### src/sv/tge_pkg.sv
// Shared types and constants of the touch gesture engine.
// Used by tge_scale and touch_gesture_engine. It depends on nothing else.
package tge_pkg;

  localparam int unsigned CoordBits = 12;
  localparam int unsigned DeltaBits = CoordBits + 1;
  localparam int unsigned RemBits   = 17;
  localparam int unsigned ProdBits  = DeltaBits + 17;
  localparam int unsigned VBits     = ProdBits + 1;
  localparam int unsigned MagBits   = CoordBits + 16;
  localparam int unsigned CntBits   = $clog2(MagBits);

  localparam logic [3:0] IdInvalid = 4'hF;
  localparam logic [3:0] MaxCount  = 4'd2;

  typedef enum logic [2:0] {
    EVT_MOVE_X = 3'd0,
    EVT_MOVE_Y = 3'd1,
    EVT_HWHEEL = 3'd2,
    EVT_WHEEL  = 3'd3,
    EVT_BUTTON = 3'd4
  } evt_e;

  typedef enum logic [2:0] {
    CFG_MOVE_GAIN    = 3'd0,
    CFG_MOVE_DIVIDE  = 3'd1,
    CFG_WHEEL_DIVIDE = 3'd2,
    CFG_TAP_WINDOW   = 3'd3,
    CFG_TAP_SLACK    = 3'd4,
    CFG_SCROLL_SLACK = 3'd5,
    CFG_CLICK_HOLD   = 3'd6,
    CFG_FLIP_X       = 3'd7
  } cfg_e;

  typedef enum logic [1:0] {
    MODE_IDLE,
    MODE_POINTER,
    MODE_SCROLL,
    MODE_WAIT
  } mode_e;

  typedef enum logic [2:0] {
    SEQ_IDLE,
    SEQ_DECODE,
    SEQ_X_GO,
    SEQ_X_WAIT,
    SEQ_Y_GO,
    SEQ_Y_WAIT,
    SEQ_PAIR,
    SEQ_EMIT
  } seq_e;

  typedef enum logic [2:0] {
    SCL_IDLE,
    SCL_MUL,
    SCL_ADD,
    SCL_DIV,
    SCL_DONE
  } scl_e;

  typedef struct packed {
    logic                 req_type;
    logic [3:0]           raw_count;
    logic [3:0]           first_id;
    logic [CoordBits-1:0] first_raw_x;
    logic [CoordBits-1:0] first_raw_y;
    logic [3:0]           second_id;
    logic [CoordBits-1:0] second_raw_x;
    logic [CoordBits-1:0] second_raw_y;
  } in_t;

  typedef struct packed {
    logic [2:0]         event_code;
    logic               button_id;
    logic signed [15:0] event_value;
    logic               sync_flag;
    logic               last_of_run;
  } out_t;

  typedef struct packed {
    logic                        start;
    logic signed [DeltaBits-1:0] delta;
    logic [15:0]                 gain;
    logic [15:0]                 divisor;
    logic signed [RemBits-1:0]   rem;
  } scl_req_t;

  typedef struct packed {
    logic                      done;
    logic signed [15:0]        quot;
    logic signed [RemBits-1:0] rem;
  } scl_rsp_t;

endpackage

### src/sv/tge_scale.sv
// Shared scaling unit: multiply, add the kept remainder, then a serial restoring divide.
// Depends on tge_pkg.
module tge_scale (
  input  logic               clk_i,
  input  logic               rst_ni,
  input  tge_pkg::scl_req_t  req_i,
  output tge_pkg::scl_rsp_t  rsp_o
);

  tge_pkg::scl_e scl_q, scl_d;

  logic signed [tge_pkg::DeltaBits-1:0] delta_q, delta_d;
  logic [15:0]                          gain_q, gain_d;
  logic [15:0]                          div_q, div_d;
  logic signed [tge_pkg::RemBits-1:0]   rin_q, rin_d;
  logic signed [tge_pkg::ProdBits-1:0]  prod_q, prod_d;
  logic                                 neg_q, neg_d;
  logic [tge_pkg::MagBits-1:0]          mag_q, mag_d;
  logic [15:0]                          part_q, part_d;
  logic [tge_pkg::CntBits-1:0]          cnt_q, cnt_d;

  logic signed [tge_pkg::VBits-1:0] vsum;
  logic signed [tge_pkg::VBits-1:0] vabs;
  logic [16:0]                      trial;
  logic [16:0]                      diff;
  logic                             ge;
  logic                             big_p;
  logic                             big_n;
  logic [16:0]                      remu;

  always_comb begin
    scl_d = scl_q;
    case (scl_q)
      tge_pkg::SCL_IDLE: if (req_i.start) scl_d = tge_pkg::SCL_MUL;
      tge_pkg::SCL_MUL:  scl_d = tge_pkg::SCL_ADD;
      tge_pkg::SCL_ADD:  scl_d = tge_pkg::SCL_DIV;
      tge_pkg::SCL_DIV:  if (cnt_q == '0) scl_d = tge_pkg::SCL_DONE;
      tge_pkg::SCL_DONE: scl_d = tge_pkg::SCL_IDLE;
      default:           scl_d = tge_pkg::SCL_IDLE;
    endcase
  end

  always_comb begin
    delta_d = delta_q;
    gain_d  = gain_q;
    div_d   = div_q;
    rin_d   = rin_q;
    prod_d  = prod_q;
    neg_d   = neg_q;
    mag_d   = mag_q;
    part_d  = part_q;
    cnt_d   = cnt_q;
    vsum  = tge_pkg::VBits'(prod_q) + tge_pkg::VBits'(rin_q);
    vabs  = vsum[tge_pkg::VBits-1] ? -vsum : vsum;
    trial = {part_q, mag_q[tge_pkg::MagBits-1]};
    ge    = trial >= {1'b0, div_q};
    diff  = trial - {1'b0, div_q};
    case (scl_q)
      tge_pkg::SCL_IDLE: begin
        if (req_i.start) begin
          delta_d = req_i.delta;
          gain_d  = req_i.gain;
          div_d   = (req_i.divisor == 16'd0) ? 16'd1 : req_i.divisor;
          rin_d   = req_i.rem;
        end
      end
      tge_pkg::SCL_MUL: begin
        prod_d = tge_pkg::ProdBits'(delta_q) * tge_pkg::ProdBits'($signed({1'b0, gain_q}));
      end
      tge_pkg::SCL_ADD: begin
        neg_d  = vsum[tge_pkg::VBits-1];
        mag_d  = vabs[tge_pkg::MagBits-1:0];
        part_d = '0;
        cnt_d  = tge_pkg::CntBits'(tge_pkg::MagBits - 1);
      end
      tge_pkg::SCL_DIV: begin
        part_d = ge ? diff[15:0] : trial[15:0];
        mag_d  = {mag_q[tge_pkg::MagBits-2:0], ge};
        cnt_d  = cnt_q - 1'b1;
      end
      default: begin
      end
    endcase
  end

  // Quotient saturates to 16 bits; the remainder takes the sign of the dividend.
  always_comb begin
    big_p = |mag_q[tge_pkg::MagBits-1:15];
    big_n = (|mag_q[tge_pkg::MagBits-1:16]) | (mag_q[15] & (|mag_q[14:0]));
    remu  = {1'b0, part_q};
    rsp_o.done = (scl_q == tge_pkg::SCL_DONE);
    if (neg_q) begin
      rsp_o.quot = big_n ? 16'sh8000 : $signed(16'(~mag_q[15:0] + 16'd1));
      rsp_o.rem  = $signed(17'(~remu + 17'd1));
    end else begin
      rsp_o.quot = big_p ? 16'sh7FFF : $signed(mag_q[15:0]);
      rsp_o.rem  = $signed(remu);
    end
  end

  always_ff @(posedge clk_i or negedge rst_ni) begin
    if (!rst_ni) begin
      scl_q <= tge_pkg::SCL_IDLE;
      cnt_q <= '0;
    end else begin
      scl_q <= scl_d;
      cnt_q <= cnt_d;
    end
  end

  always_ff @(posedge clk_i) begin
    delta_q <= delta_d;
    gain_q  <= gain_d;
    div_q   <= div_d;
    rin_q   <= rin_d;
    prod_q  <= prod_d;
    neg_q   <= neg_d;
    mag_q   <= mag_d;
    part_q  <= part_d;
  end

endmodule

### src/sv/touch_gesture_engine.sv
// Flow: a tick or a frame without motion output goes from decode straight to its results;
// a frame with pointer or wheel motion runs the shared scaler twice before its first result.
// Throughput: one item at a time; the next is taken after the last result is taken.
// The scaler's 28-step serial divide is the long part of a motion frame.
// Reset (rst_ni low, asynchronous) restores control, config and gesture state; work registers are not reset.
module touch_gesture_engine (
  input  logic             clk_i,
  input  logic             rst_ni,
  input  logic             in_valid_i,
  output logic             in_ready_o,
  input  tge_pkg::in_t     in_data_i,
  output logic             out_valid_o,
  input  logic             out_ready_i,
  output tge_pkg::out_t    out_data_o,
  input  logic             cfg_valid_i,
  output logic             cfg_ready_o,
  input  logic [2:0]       cfg_idx_i,
  input  logic [15:0]      cfg_data_i
);

  localparam int unsigned CB = tge_pkg::CoordBits;
  localparam int unsigned DB = tge_pkg::DeltaBits;
  localparam int unsigned RB = tge_pkg::RemBits;

  // Configuration registers.
  logic [15:0] gain_q, mdiv_q, wdiv_q, window_q, tslack_q, sslack_q, hold_q;
  logic        flip_q;

  // Gesture state.
  tge_pkg::mode_e       mode_q, mode_d;
  logic [CB-1:0]        prev_x_q, prev_x_d, prev_y_q, prev_y_d;
  logic [CB-1:0]        start_x_q, start_x_d, start_y_q, start_y_d;
  logic signed [RB-1:0] mrem_x_q, mrem_x_d, mrem_y_q, mrem_y_d;
  logic signed [RB-1:0] wrem_x_q, wrem_x_d, wrem_y_q, wrem_y_d;
  logic [31:0]          now_q, now_d, began_q, began_d;
  logic                 tap_q, tap_d, two_q, two_d, scrolling_q, scrolling_d;
  logic                 held_q, held_d, pressed_q, pressed_d;
  logic [15:0]          cd_q, cd_d;

  // Sequencer and work registers.
  tge_pkg::seq_e        state_q, state_d;
  tge_pkg::in_t         in_q, in_d;
  logic signed [DB-1:0] dx_q, dx_d, dy_q, dy_d;
  logic                 wheel_q, wheel_d;
  logic signed [15:0]   rx_q, rx_d, ry_q, ry_d;
  tge_pkg::out_t        res_q [2];
  tge_pkg::out_t        res_d [2];
  logic                 res_idx_q, res_idx_d;

  logic [1:0]           n_c;
  logic                 scale_c;
  logic                 out_last;

  tge_pkg::scl_req_t    scl_req;
  tge_pkg::scl_rsp_t    scl_rsp;

  tge_scale u_scale (
    .clk_i  (clk_i),
    .rst_ni (rst_ni),
    .req_i  (scl_req),
    .rsp_o  (scl_rsp)
  );

  function automatic tge_pkg::out_t mk_res(tge_pkg::evt_e code, logic btn,
                                           logic signed [15:0] value, logic sync,
                                           logic last);
    tge_pkg::out_t r;
    r.event_code  = code;
    r.button_id   = btn;
    r.event_value = value;
    r.sync_flag   = sync;
    r.last_of_run = last;
    return r;
  endfunction

  function automatic logic [CB-1:0] mag_of(logic signed [DB-1:0] v);
    logic signed [DB-1:0] a;
    a = v[DB-1] ? -v : v;
    return a[CB-1:0];
  endfunction

  assign cfg_ready_o = 1'b1;
  assign in_ready_o  = (state_q == tge_pkg::SEQ_IDLE);
  assign out_valid_o = (state_q == tge_pkg::SEQ_EMIT);
  assign out_data_o  = res_q[res_idx_q];
  assign out_last    = res_q[res_idx_q].last_of_run;

  // The scaler runs the horizontal amount first, then the vertical one.
  always_comb begin
    scl_req.start   = (state_q == tge_pkg::SEQ_X_GO) || (state_q == tge_pkg::SEQ_Y_GO);
    scl_req.delta   = (state_q == tge_pkg::SEQ_X_GO) ? dx_q : dy_q;
    scl_req.gain    = wheel_q ? 16'd1 : gain_q;
    scl_req.divisor = wheel_q ? wdiv_q : mdiv_q;
    if (state_q == tge_pkg::SEQ_X_GO) begin
      scl_req.rem = wheel_q ? wrem_x_q : mrem_x_q;
    end else begin
      scl_req.rem = wheel_q ? wrem_y_q : mrem_y_q;
    end
  end

  // Next state of the sequencer.
  always_comb begin
    state_d = state_q;
    case (state_q)
      tge_pkg::SEQ_IDLE:   if (in_valid_i) state_d = tge_pkg::SEQ_DECODE;
      tge_pkg::SEQ_DECODE: begin
        if (scale_c) state_d = tge_pkg::SEQ_X_GO;
        else if (n_c != 2'd0) state_d = tge_pkg::SEQ_EMIT;
        else state_d = tge_pkg::SEQ_IDLE;
      end
      tge_pkg::SEQ_X_GO:   state_d = tge_pkg::SEQ_X_WAIT;
      tge_pkg::SEQ_X_WAIT: if (scl_rsp.done) state_d = tge_pkg::SEQ_Y_GO;
      tge_pkg::SEQ_Y_GO:   state_d = tge_pkg::SEQ_Y_WAIT;
      tge_pkg::SEQ_Y_WAIT: if (scl_rsp.done) state_d = tge_pkg::SEQ_PAIR;
      tge_pkg::SEQ_PAIR:   state_d = (n_c != 2'd0) ? tge_pkg::SEQ_EMIT : tge_pkg::SEQ_IDLE;
      tge_pkg::SEQ_EMIT:   if (out_ready_i && out_last) state_d = tge_pkg::SEQ_IDLE;
      default:             state_d = tge_pkg::SEQ_IDLE;
    endcase
  end

  // Datapath: decode of one item, motion capture and result assembly.
  always_comb begin
    logic [3:0]           cnt;
    logic                 v0, v1;
    logic [1:0]           nvalid;
    logic [CB-1:0]        px0, py0, px1, py1, cx, cy, tx, ty;
    logic [CB:0]          sx, sy;
    logic signed [DB-1:0] dpx, dpy, ox, oy;
    logic                 far_tap, far_scroll;
    logic [31:0]          elapsed;
    logic                 tap_ok;
    logic                 xnz, ynz;
    tge_pkg::evt_e        xcode, ycode;

    mode_d      = mode_q;
    prev_x_d    = prev_x_q;
    prev_y_d    = prev_y_q;
    start_x_d   = start_x_q;
    start_y_d   = start_y_q;
    mrem_x_d    = mrem_x_q;
    mrem_y_d    = mrem_y_q;
    wrem_x_d    = wrem_x_q;
    wrem_y_d    = wrem_y_q;
    now_d       = now_q;
    began_d     = began_q;
    tap_d       = tap_q;
    two_d       = two_q;
    scrolling_d = scrolling_q;
    held_d      = held_q;
    pressed_d   = pressed_q;
    cd_d        = cd_q;
    in_d        = in_q;
    dx_d        = dx_q;
    dy_d        = dy_q;
    wheel_d     = wheel_q;
    rx_d        = rx_q;
    ry_d        = ry_q;
    res_d[0]    = res_q[0];
    res_d[1]    = res_q[1];
    res_idx_d   = res_idx_q;
    n_c         = 2'd0;
    scale_c     = 1'b0;

    // Contact extraction: count clamps to two, an invalid id lets the next contact move up.
    cnt    = (in_q.raw_count > tge_pkg::MaxCount) ? tge_pkg::MaxCount : in_q.raw_count;
    v0     = (cnt >= 4'd1) && (in_q.first_id != tge_pkg::IdInvalid);
    v1     = (cnt >= 4'd2) && (in_q.second_id != tge_pkg::IdInvalid);
    nvalid = {1'b0, v0} + {1'b0, v1};
    px0    = v0 ? in_q.first_raw_y : in_q.second_raw_y;
    py0    = v0 ? in_q.first_raw_x : in_q.second_raw_x;
    px1    = in_q.second_raw_y;
    py1    = in_q.second_raw_x;
    sx     = {1'b0, px0} + {1'b0, px1};
    sy     = {1'b0, py0} + {1'b0, py1};
    cx     = sx[CB:1];
    cy     = sy[CB:1];
    tx     = (nvalid == 2'd2) ? cx : px0;
    ty     = (nvalid == 2'd2) ? cy : py0;
    dpx    = $signed({1'b0, tx}) - $signed({1'b0, prev_x_q});
    dpy    = $signed({1'b0, ty}) - $signed({1'b0, prev_y_q});
    ox     = $signed({1'b0, tx}) - $signed({1'b0, start_x_q});
    oy     = $signed({1'b0, ty}) - $signed({1'b0, start_y_q});
    far_tap    = ({4'd0, mag_of(ox)} > tslack_q) || ({4'd0, mag_of(oy)} > tslack_q);
    far_scroll = ({4'd0, mag_of(ox)} > sslack_q) || ({4'd0, mag_of(oy)} > sslack_q);
    elapsed    = now_q - began_q;
    tap_ok     = (mode_q != tge_pkg::MODE_IDLE) && tap_q && (elapsed <= {16'd0, window_q});

    xnz   = (rx_q != 16'sd0);
    ynz   = (ry_q != 16'sd0);
    xcode = wheel_q ? tge_pkg::EVT_HWHEEL : tge_pkg::EVT_MOVE_X;
    ycode = wheel_q ? tge_pkg::EVT_WHEEL : tge_pkg::EVT_MOVE_Y;

    case (state_q)
      tge_pkg::SEQ_IDLE: begin
        res_idx_d = 1'b0;
        if (in_valid_i) in_d = in_data_i;
      end
      tge_pkg::SEQ_DECODE: begin
        if (in_q.req_type) begin
          // Tick: advance time and count down a held tap click.
          now_d = now_q + 32'd1;
          if (pressed_q) begin
            if (cd_q == 16'd0) begin
              res_d[0]  = mk_res(tge_pkg::EVT_BUTTON, held_q, 16'sd0, 1'b1, 1'b1);
              n_c       = 2'd1;
              pressed_d = 1'b0;
            end else begin
              cd_d = cd_q - 16'd1;
            end
          end
        end else if (nvalid == 2'd0) begin
          // All fingers lifted: a short, still touch becomes a click.
          if (tap_ok) begin
            if (pressed_q) begin
              res_d[0] = mk_res(tge_pkg::EVT_BUTTON, held_q, 16'sd0, 1'b1, 1'b0);
              res_d[1] = mk_res(tge_pkg::EVT_BUTTON, two_q, 16'sd1, 1'b1, 1'b1);
              n_c      = 2'd2;
            end else begin
              res_d[0] = mk_res(tge_pkg::EVT_BUTTON, two_q, 16'sd1, 1'b1, 1'b1);
              n_c      = 2'd1;
            end
            held_d    = two_q;
            pressed_d = 1'b1;
            cd_d      = hold_q;
          end
          mode_d      = tge_pkg::MODE_IDLE;
          tap_d       = 1'b0;
          two_d       = 1'b0;
          scrolling_d = 1'b0;
          mrem_x_d    = '0;
          mrem_y_d    = '0;
          wrem_x_d    = '0;
          wrem_y_d    = '0;
        end else begin
          case (mode_q)
            tge_pkg::MODE_IDLE, tge_pkg::MODE_POINTER: begin
              if (mode_q == tge_pkg::MODE_POINTER && nvalid == 2'd1) begin
                prev_x_d = tx;
                prev_y_d = ty;
                if (far_tap) tap_d = 1'b0;
                dx_d    = flip_q ? -dpx : dpx;
                dy_d    = dpy;
                wheel_d = 1'b0;
                scale_c = 1'b1;
              end else if (nvalid == 2'd1) begin
                mode_d      = tge_pkg::MODE_POINTER;
                prev_x_d    = px0;
                prev_y_d    = py0;
                start_x_d   = px0;
                start_y_d   = py0;
                began_d     = now_q;
                tap_d       = 1'b1;
                two_d       = 1'b0;
                scrolling_d = 1'b0;
                mrem_x_d    = '0;
                mrem_y_d    = '0;
              end else begin
                // Second finger down: scrolling candidate. Only a fresh gesture restarts the tap timer.
                mode_d      = tge_pkg::MODE_SCROLL;
                prev_x_d    = cx;
                prev_y_d    = cy;
                start_x_d   = cx;
                start_y_d   = cy;
                if (mode_q == tge_pkg::MODE_IDLE) begin
                  began_d = now_q;
                  tap_d   = 1'b1;
                end
                two_d       = 1'b1;
                scrolling_d = 1'b0;
                wrem_x_d    = '0;
                wrem_y_d    = '0;
              end
            end
            tge_pkg::MODE_SCROLL: begin
              if (nvalid == 2'd2) begin
                prev_x_d = tx;
                prev_y_d = ty;
                if (!scrolling_q && far_scroll) begin
                  scrolling_d = 1'b1;
                  tap_d       = 1'b0;
                end
                if (scrolling_q || far_scroll) begin
                  dx_d    = flip_q ? -dpx : dpx;
                  dy_d    = -dpy;
                  wheel_d = 1'b1;
                  scale_c = 1'b1;
                end
              end else begin
                mode_d = tge_pkg::MODE_WAIT;
              end
            end
            default: begin
            end
          endcase
        end
      end
      tge_pkg::SEQ_X_WAIT: begin
        if (scl_rsp.done) begin
          rx_d = scl_rsp.quot;
          if (wheel_q) wrem_x_d = scl_rsp.rem;
          else mrem_x_d = scl_rsp.rem;
        end
      end
      tge_pkg::SEQ_Y_WAIT: begin
        if (scl_rsp.done) begin
          ry_d = scl_rsp.quot;
          if (wheel_q) wrem_y_d = scl_rsp.rem;
          else mrem_y_d = scl_rsp.rem;
        end
      end
      tge_pkg::SEQ_PAIR: begin
        // Nonzero amounts only; the last one closes the report group.
        if (xnz && ynz) begin
          res_d[0] = mk_res(xcode, 1'b0, rx_q, 1'b0, 1'b0);
          res_d[1] = mk_res(ycode, 1'b0, ry_q, 1'b1, 1'b1);
          n_c      = 2'd2;
        end else if (xnz) begin
          res_d[0] = mk_res(xcode, 1'b0, rx_q, 1'b1, 1'b1);
          n_c      = 2'd1;
        end else if (ynz) begin
          res_d[0] = mk_res(ycode, 1'b0, ry_q, 1'b1, 1'b1);
          n_c      = 2'd1;
        end
      end
      tge_pkg::SEQ_EMIT: begin
        if (out_ready_i) res_idx_d = 1'b1;
      end
      default: begin
      end
    endcase
  end

  // Configuration writes.
  always_ff @(posedge clk_i or negedge rst_ni) begin
    if (!rst_ni) begin
      gain_q   <= 16'd1;
      mdiv_q   <= 16'd1;
      wdiv_q   <= 16'd8;
      window_q <= 16'd200;
      tslack_q <= 16'd30;
      sslack_q <= 16'd30;
      hold_q   <= 16'd20;
      flip_q   <= 1'b0;
    end else if (cfg_valid_i && cfg_ready_o) begin
      case (cfg_idx_i)
        tge_pkg::CFG_MOVE_GAIN:    gain_q   <= cfg_data_i;
        tge_pkg::CFG_MOVE_DIVIDE:  mdiv_q   <= cfg_data_i;
        tge_pkg::CFG_WHEEL_DIVIDE: wdiv_q   <= cfg_data_i;
        tge_pkg::CFG_TAP_WINDOW:   window_q <= cfg_data_i;
        tge_pkg::CFG_TAP_SLACK:    tslack_q <= cfg_data_i;
        tge_pkg::CFG_SCROLL_SLACK: sslack_q <= cfg_data_i;
        tge_pkg::CFG_CLICK_HOLD:   hold_q   <= cfg_data_i;
        tge_pkg::CFG_FLIP_X:       flip_q   <= cfg_data_i[0];
        default: begin
        end
      endcase
    end
  end

  always_ff @(posedge clk_i or negedge rst_ni) begin
    if (!rst_ni) begin
      state_q     <= tge_pkg::SEQ_IDLE;
      res_idx_q   <= 1'b0;
      mode_q      <= tge_pkg::MODE_IDLE;
      prev_x_q    <= '0;
      prev_y_q    <= '0;
      start_x_q   <= '0;
      start_y_q   <= '0;
      mrem_x_q    <= '0;
      mrem_y_q    <= '0;
      wrem_x_q    <= '0;
      wrem_y_q    <= '0;
      now_q       <= '0;
      began_q     <= '0;
      tap_q       <= 1'b0;
      two_q       <= 1'b0;
      scrolling_q <= 1'b0;
      held_q      <= 1'b0;
      pressed_q   <= 1'b0;
      cd_q        <= '0;
    end else begin
      state_q     <= state_d;
      res_idx_q   <= res_idx_d;
      mode_q      <= mode_d;
      prev_x_q    <= prev_x_d;
      prev_y_q    <= prev_y_d;
      start_x_q   <= start_x_d;
      start_y_q   <= start_y_d;
      mrem_x_q    <= mrem_x_d;
      mrem_y_q    <= mrem_y_d;
      wrem_x_q    <= wrem_x_d;
      wrem_y_q    <= wrem_y_d;
      now_q       <= now_d;
      began_q     <= began_d;
      tap_q       <= tap_d;
      two_q       <= two_d;
      scrolling_q <= scrolling_d;
      held_q      <= held_d;
      pressed_q   <= pressed_d;
      cd_q        <= cd_d;
    end
  end

  always_ff @(posedge clk_i) begin
    in_q     <= in_d;
    dx_q     <= dx_d;
    dy_q     <= dy_d;
    wheel_q  <= wheel_d;
    rx_q     <= rx_d;
    ry_q     <= ry_d;
    res_q[0] <= res_d[0];
    res_q[1] <= res_d[1];
  end

  // The scaler only finishes while the sequencer waits for it.
  assert property (@(posedge clk_i) disable iff (!rst_ni)
    scl_rsp.done |-> (state_q == tge_pkg::SEQ_X_WAIT || state_q == tge_pkg::SEQ_Y_WAIT))
    else $error("scaler finished outside a wait state");

  // A press shown on the output always matches a held button.
  assert property (@(posedge clk_i) disable iff (!rst_ni)
    (out_valid_o && out_data_o.event_code == tge_pkg::EVT_BUTTON &&
     out_data_o.event_value == 16'sd1) |-> pressed_q)
    else $error("button press without held button");

  // Scrolling is only ever set inside a two-finger gesture.
  assert property (@(posedge clk_i) disable iff (!rst_ni)
    scrolling_q |-> (mode_q == tge_pkg::MODE_SCROLL || mode_q == tge_pkg::MODE_WAIT))
    else $error("scrolling flag outside scroll mode");

  // A motion frame always goes through the scaler before its results.
  assert property (@(posedge clk_i) disable iff (!rst_ni)
    (state_q == tge_pkg::SEQ_PAIR) |-> $past(scl_rsp.done))
    else $error("result assembly without a finished scale");

endmodule

### config.mk
export PLATFORM = sky130hd
export DESIGN_NAME = touch_gesture_engine
export DESIGN_NICKNAME = d
export VERILOG_FILES = /design/src/sv/tge_pkg.sv /design/src/sv/tge_scale.sv /design/src/sv/touch_gesture_engine.sv
export SDC_FILE = /design/constraint.sdc
export NUM_CORES = 2
export LEC_CHECK = 0
export ABC_CLOCK_PERIOD_IN_PS = 11900
export BUFFER_PORTS_ARGS = -buffer_cell sky130_fd_sc_hd__buf_2
export CORE_AREA = 2 2 283 285
export CTS_BUF_LIST = sky130_fd_sc_hd__clkbuf_4
export CTS_CLUSTER_SIZE = 25
export DETAILED_ROUTE_END_ITERATION = 8
export DIE_AREA = 0 0 285 287
export PLACE_DENSITY = 0.81
export SETUP_SLACK_MARGIN = 0.2
export SYNTH_ARGS = -nofsm -noshare
export SYNTH_HDL_FRONTEND = slang
export SYNTH_SLANG_ARGS = --single-unit
### constraint.sdc
create_clock -name clk_i -period 11.9 [get_ports clk_i]
set_input_delay 1.19 -clock clk_i [delete_from_list [all_inputs] [get_ports clk_i]]
set_output_delay 1.19 -clock clk_i [all_outputs]
set_load 0.1 [all_outputs]
# Word level (Yosys, flattened, before mapping)
# Memory sizes are Yosys's and may differ from the RTL's.
# Cells that the tools add are included.
# Widths: inputs -> output; s select.
[word_totals] ff_bits=585 ramBits=44 elab_cells=361 mem_count=1
[memory_table] name="res_q" words=2 width=22 read_ports=1 rd_ports_with_merged_regs=0 write_ports=2 line="touch_gesture_engine.sv:46" rtl="tge_pkg::out_t res_q [2];"
[op_classes] n_addsub=20 multipliers=1 order_cmp=9 eq_ne=64 muxes=137 n_bitwise=7 n_reduce_logical=72
[ops] cell="$mux 17" n=17
[ops] cell="$mux 22" n=9
[ops] cell="$mux 12" n=12
[ops] cell="$mux 16" n=9
[ops] cell="$pmux 17 s2" n=4
[ops] cell="$mux 13" n=8
[ops] cell="$mux 44" n=2
[ops] cell="$pmux 44 s2" n=1
[ops] cell="$gt 12x16->1" n=4
[ops] cell="$mux 32" n=2
[ops] cell="$pmux 28 s2" n=1
[ops] cell="$pmux 13 s2" n=2
[ops] cell="$sub 12x12->13" n=4
[ops] cell="$pmux 12 s2" n=2
[ops] cell="$reduce_and 7->1" n=6
[ops] cell="$ne 2x2->1 const B" n=19
[ops] cell="$mux 1" n=34
[ops] cell="$mux 33" n=1
[ops] cell="$add 32x1->32 const B" n=1
[ops] cell="$le 32x16->1" n=1
[ops] cell="$logic_not 16->1" n=2
[ops] cell="$pmux 16 s2" n=1
[ops] cell="$reduce_bool 16->1" n=2
[ops] cell="$sub 32x32->32" n=1
[ops] cell="58 further kinds" n=165

# Logic depth before layout (Yosys ltp)
[depth] word_depth=21 depth_mapped=39 ltp_nobuf=37

# Hierarchy
# Synthesis repeated with hierarchy kept, for this count alone.
[unflattened] cells_unflattened=4424 area_unflattened_um2=44036.0
[by_module_without_submodules] module="touch_gesture_engine" n_inst=1 cells_per_inst=2738 area_per_inst_um2=27969.3
[by_module_without_submodules] module="tge_scale" n_inst=1 cells_per_inst=1686 area_per_inst_um2=16066.7

# Worst setup path after synthesis
# OpenSTA, ideal clock, no wires.
[synth_path] path_kind="reg2reg" from="reg in_q[59] in the netlist's numbering" to="reg dx_q[0], enable pin" setup_ns=0.454 arrival_time_ns=8.083 required_time_ns=11.446 setup_slack_ns=3.363 path_stages_with_launch=36 path_buffers=2 cell_sequence="edfxtp_1 nor4_1 or2_2 clkbuf_1 clkbuf_1 mux2i_1 inv_1 ha_1 o21ai_0 nand2b_1 xor2_1 mux2_2 ha_1 nor2b_1 o21ai_0 a21boi_0 o21ai_0 a21boi_0 o21ai_0 a21boi_0 o21a_1 nand2b_1 a31o_2 nor2_1 a21oi_1 ha_1 nor2b_1 o21a_1 o21a_1 o21a_1 o21ai_0 a21oi_1 o21ai_0 a21oi_1 nand2_1 a211oi_1"
[synth_via] elab_chain_len=15
[synth_rtl] item="from (decl)" line="touch_gesture_engine.sv:42" rtl="tge_pkg::in_t in_q, in_d;"
[synth_rtl] item="from (signal assigned)" line="touch_gesture_engine.sv:405" rtl="in_q <= in_d;"
[synth_rtl] item="$gt 4x2->1" line="touch_gesture_engine.sv:165" rtl="cnt = (in_q.raw_count > tge_pkg::MaxCount) ? tge_pkg::MaxCount : in_q.raw_count;"
[synth_rtl] item="$mux 4 (*)" line="touch_gesture_engine.sv:165"
[synth_rtl] item="$ge 4x1->1 / $ge 4x2->1 (equally long branches)" line="touch_gesture_engine.sv:166, touch_gesture_engine.sv:167"
[synth_rtl] item="$logic_and 1x1->1, on equally long branches" line="touch_gesture_engine.sv:166, touch_gesture_engine.sv:167"
[synth_rtl] item="$mux 12 (tied with other cells)" line="touch_gesture_engine.sv:169" rtl="px0 = v0 ? in_q.first_raw_y : in_q.second_raw_y;"
[synth_rtl] item="$add 12x12->13 (tied with other cells)" line="touch_gesture_engine.sv:173" rtl="sx = {1'b0, px0} + {1'b0, px1};"
[synth_rtl] item="$mux 12, on equally long branches" line="touch_gesture_engine.sv:177, touch_gesture_engine.sv:178"
[synth_rtl] item="$sub 12x12->13, on equally long branches" line="touch_gesture_engine.sv:181, touch_gesture_engine.sv:182"
[synth_rtl] item="$neg 12->12" line="touch_gesture_engine.sv:78" rtl="a = v[DB-1] ? -v : v;"
[synth_rtl] item="$mux 12" line="touch_gesture_engine.sv:78"
[synth_rtl] item="$gt 12x16->1" line="touch_gesture_engine.sv:184" rtl="far_scroll = ({4'd0, mag_of(ox)} > sslack_q) || ({4'd0, mag_of(oy)} > sslack_q);"
[synth_rtl] item="$logic_or 1x1->1" line="touch_gesture_engine.sv:184"
[synth_rtl] item="$logic_or 1x1->1" line="touch_gesture_engine.sv:282" rtl="if (scrolling_q || far_scroll) begin"
[synth_rtl] item="$ne 2x2->1 (no line)"
[synth_rtl] item="$reduce_and 7->1 (no line) (*)"
[synth_rtl] item="to (signal assigned)" line="touch_gesture_engine.sv:406" rtl="dx_q <= dx_d;"
[synth_rtl] item="to (decl)" line="touch_gesture_engine.sv:43" rtl="logic signed [DB-1:0] dx_q, dx_d, dy_q, dy_d;"
# Mark *: on every way between the ends. The rest lies on a longest branch, timed or not.
# A chain may end at the register's enable or synchronous reset.

# Worst setup path after layout
[layout_path] from="reg in_q[59] in the netlist's numbering" to="reg dx_q[9], enable pin"
# The elaborated chain is that of the path after synthesis.

==> flow_metrics.tcl <==
set metrics [dict create \
    status "complete, no violations" \
    syn_nets 4841 \
    nets 4988 \
    fin_skew_ns 0.1043 \
    ios 110 \
    yosys-top-cells-area "edfxtp_1 21%, dfrtp_1 18%, ha_1 9.8%" \
    netlist.area_leader.share_pct 20.87 \
    drive_gt1_share_pct 15.54 \
    grt_pass1_wl_um 159200 \
    cts.repair.resized 0 \
    met3_usage_pct 3.698 \
    synthMuxAreaShare_pct 7.125 \
    yosys_warnings 0 \
    tns_ns 0 \
    via_per_inst 5.625 \
    dr.pass1.iters 5 \
    combPwrFrac_pct 58.3 \
    cpMaxStageDelayCell "a211oi_4" \
    portBuffers 108 \
    cp-end-kind "register" \
    hp-class "input port to asynchronous set/reset pin" \
    stdcell_count 5596 \
    yosys.area.top_type "edfxtp_1" \
    critPathArrivalTime_ns 9.37 \
    cts.sinks 627 \
    clkLatencyLatePin_ns 1.01 \
    grt_util_met1_pct 30.32 \
    cp_max_fo 28 \
    antenna_found_initial 2 \
    detailed_place.area_um2 44550 \
    synthAdderAreaFrac_pct 17.36 \
    p_sw_mw 5.549 \
    synth_edf_count 299 \
    dp_cells 5288 \
    grt_max_degree 123 \
    post_cts_buffers 0 \
    initial_core_util_pct 54.73 \
    finalHoldViolCount 0 \
    slew-limit-headroom_pct 14.13 \
    syn_area_um2 43020 \
    fin_crit_ns 8.819 \
    core.rowCount 103 \
    max_stage_delay_ns 1.07 \
    p_sw_share_pct 45.13 \
    p_clk_share_pct 15.5 \
    synth_compound_area_share_pct 11.79 \
    cts_buffer_depth 3 \
    power_density_nw_per_um2 263.1 \
    gr-usage-met2_pct 40.89 \
    gr-usage-all-layers_pct 23.95 \
    peakVddDrop_mv 0.2324 \
    wire_per_inst_um 17.25 \
    setup_viol 0 \
    p_leak_nw 21.01 \
    finalWeightedCongestion 0.8874 \
    yosysSeqAreaShare_pct 39.99 \
    ys_ff_latch 627 \
    path_common_cell "o21ai_0" \
    synth_area_per_cell_um2 10.11 \
    grt_pass1_vias 32000 \
    die_h_um 287 \
    synthCells 4257 \
    yosys.area_share.simple_pct 14.12 \
    cpLargestDelayFamily "compound AO/OA/AOI/OAI gates" \
    drc 0 \
    slew_viol_final 0 \
    required_ns 12.45 \
    tightest_slew_ns 1.284 \
    drtIter0Drc 1932 \
    num_vias 31480 \
    grt-busiest-layer "met2" \
    setup.worst_path.start_class "register" \
    synth_ff_type "dfrtp_1" \
    numCtsBuffers 164 \
    ant_nets 0 \
    path_buf_inv 2 \
    cts_max_level 4 \
    dieWidth_um 285 \
    max_freq_ghz 0.1134 \
    crit_type "register to register" \
    ys_async_sr_fraction_pct 52.31 \
    totalWireLength_um 96520 \
    dp.final_hpwl_um 71790 \
    p_total_mw 12.30 \
    design.core.area_um2 78610 \
    ys_types 84 \
    syn_to_final_growth_pct 8.646 \
    cts_hold_buf 0 \
    p_int_mw 6.747 \
    synth_commonest_cells "525 x nand2_1, 373 x inv_1, 336 x ha_1, 312 x dfrtp_1, 299 x edfxtp_1" \
    synth_xor_area_share_pct 4.886 \
    fin_crit_sh_pct 74.11 \
    synth.most_common_cell "nand2_1" \
    synth_top_family_by_area "adder cells" \
    rsz0062_at_grt "false" \
    fin_area_um2 46740 \
    cts_root_buf "clkbuf_4" \
    drv_cap 0 \
    seqPwrFrac_pct 26.2 \
    die_area_um2 81800 \
    path_clk_slew_ns 0.07 \
    nFillCells 6393 \
    cts_tree "yes" \
    grt-ovfl-total 0 \
]
[registers in the layout, indices dropped and copies added (netlist names), 17 cells and up]
| signal | cells |
|---|---|
| began_q | 32 |
| in_q | 61 |
| mrem_x_q | 17 |
| mrem_y_q | 17 |
| now_q | 32 |
| res_q | 42 |
| u_scale.mag_q | 28 |
| u_scale.prod_q | 30 |
| u_scale.rin_q | 17 |
| wrem_x_q | 17 |
| wrem_y_q | 17 |
[power by group through the flow]
stage          Sequential, mW  Combinational, mW  Clock, mW
3_3_place_gp             3.24               6.92          0
2_1_floorplan            3.13               5.39          0
4_1_cts                  3.22               7.08       1.95
3_5_place_dp             3.26               7.03          0
5_1_grt                  3.28               8.05       2.06
6_report                 3.23               7.17       1.91
[kinds of logic (layout without fill, tap and decap cells)]
family,Yosys count,after routing
and+or+nand+nor,1297,1297
AOI/OAI and AO/OA,802,802
DFF,627,627
buffers and inverters,532,817
adders and majority gates,499,499
muxes,259,259
xor gates and xnor gates,240,240
other,1,5
[cell usage in the layout, fill, tap and decap left out, types with 22 or more instances in the layout]
cell      synthesis  final
mux2i_1          34     34
a211oi_1         27     26
edfxtp_1        299    299
xnor2_1         146    146
buf_4             2     30
o21ai_0         219    217
clkinv_1          1     46
o211ai_1         27     27
buf_2             4    107
o31ai_1          46     46
xor2_1           94     94
nand2_1         525    525
nor2b_1          49     49
nand2b_1         48     48
clkbuf_4          0    231
nand4_1          42     42
inv_1           373    372
a21oi_1         213    213
nor2_1          269    268
and3_1           22     22
nand3_1          57     57
o21a_1           32     32
mux2_2          208    208
fa_1            163    163
or3_1            36     36
nor3_1           62     60
dfrtp_1         312    312
and2_1           98     97
nor4_1           22     22
a21o_1           60     60
ha_1            336    336
o21ai_1          31     30
[path summary, 6_finish.rpt]
check / start / to / slack (ns) / cells after the start
worst max-delay path: in_q[59]$_DFFE_PP_ / dx_q[9]$_DFFE_PP_ / 3.08 / 32
worst max register to register: in_q[59]$_DFFE_PP_ / dx_q[9]$_DFFE_PP_ / 3.08 / 32
worst min register to register: wrem_y_q[2]$_DFFE_PN0P_ / wrem_y_q[2]$_DFFE_PN0P_ / 0.47 / 2
worst min-delay path: rst_ni / cd_q[6]$_DFFE_PN0P_ / 0.30 / 1
min in group clk_i: in_data_i[49] / in_q[49]$_DFFE_PP_ / 0.39 / 1
max in group asynchronous: rst_ni / wrem_y_q[3]$_DFFE_PN0P_ / 9.35 / 3
[metal layers]
layer / wire length [um] / part of all wire, %
met1: 41570 / 43
met2: 46650 / 48
met3: 4960 / 5.1
met4: 3337 / 3.5
met5: 0 / 0
[area by class of cell]
type / count / area [um^2] / area share, %
Multi-Input combinational cell: 3098 / 23850 / 51.02
Clock inverter: 73 / 446.7 / 0.9556
Antenna cell: 4 / 10.01 / 0.02141
Inverter: 375 / 1408 / 3.011
Clock buffer: 231 / 1734 / 3.710
Tap cell: 1050 / 1314 / 2.811
Sequential cell: 627 / 17210 / 36.81
Timing Repair Buffer: 138 / 775.7 / 1.660
[stage by stage]
step / util [%] / hold WS [ns] / setup slack, ns
after floorplan: - / 0.4340 / 3.363
after global placement: 56.67 / 0.4498 / 3.346
after detailed placement: 56.67 / 0.4557 / 3.194
after CTS: 59.45 / 0.2561 / 3.100
after global routing: 59.46 / 0.2912 / 2.230
final: 59.46 / 0.3012 / 3.081
[worst reg2reg max path, delay by kind of cell, from the launching register on]
kind / cells / cell delay [ns]
adder cells (fa/ha/maj): 3 / 0.97
AND/OR/NAND/NOR: 7 / 1.28
buffers and inverters: 2 / 0.63
flip-flops: 1 / 0.40
AO/OA/AOI/OAI: 17 / 4.51
XOR/XNOR: 2 / 0.32
multiplexers: 1 / 0.31
(Power assumes the default switching activity.)
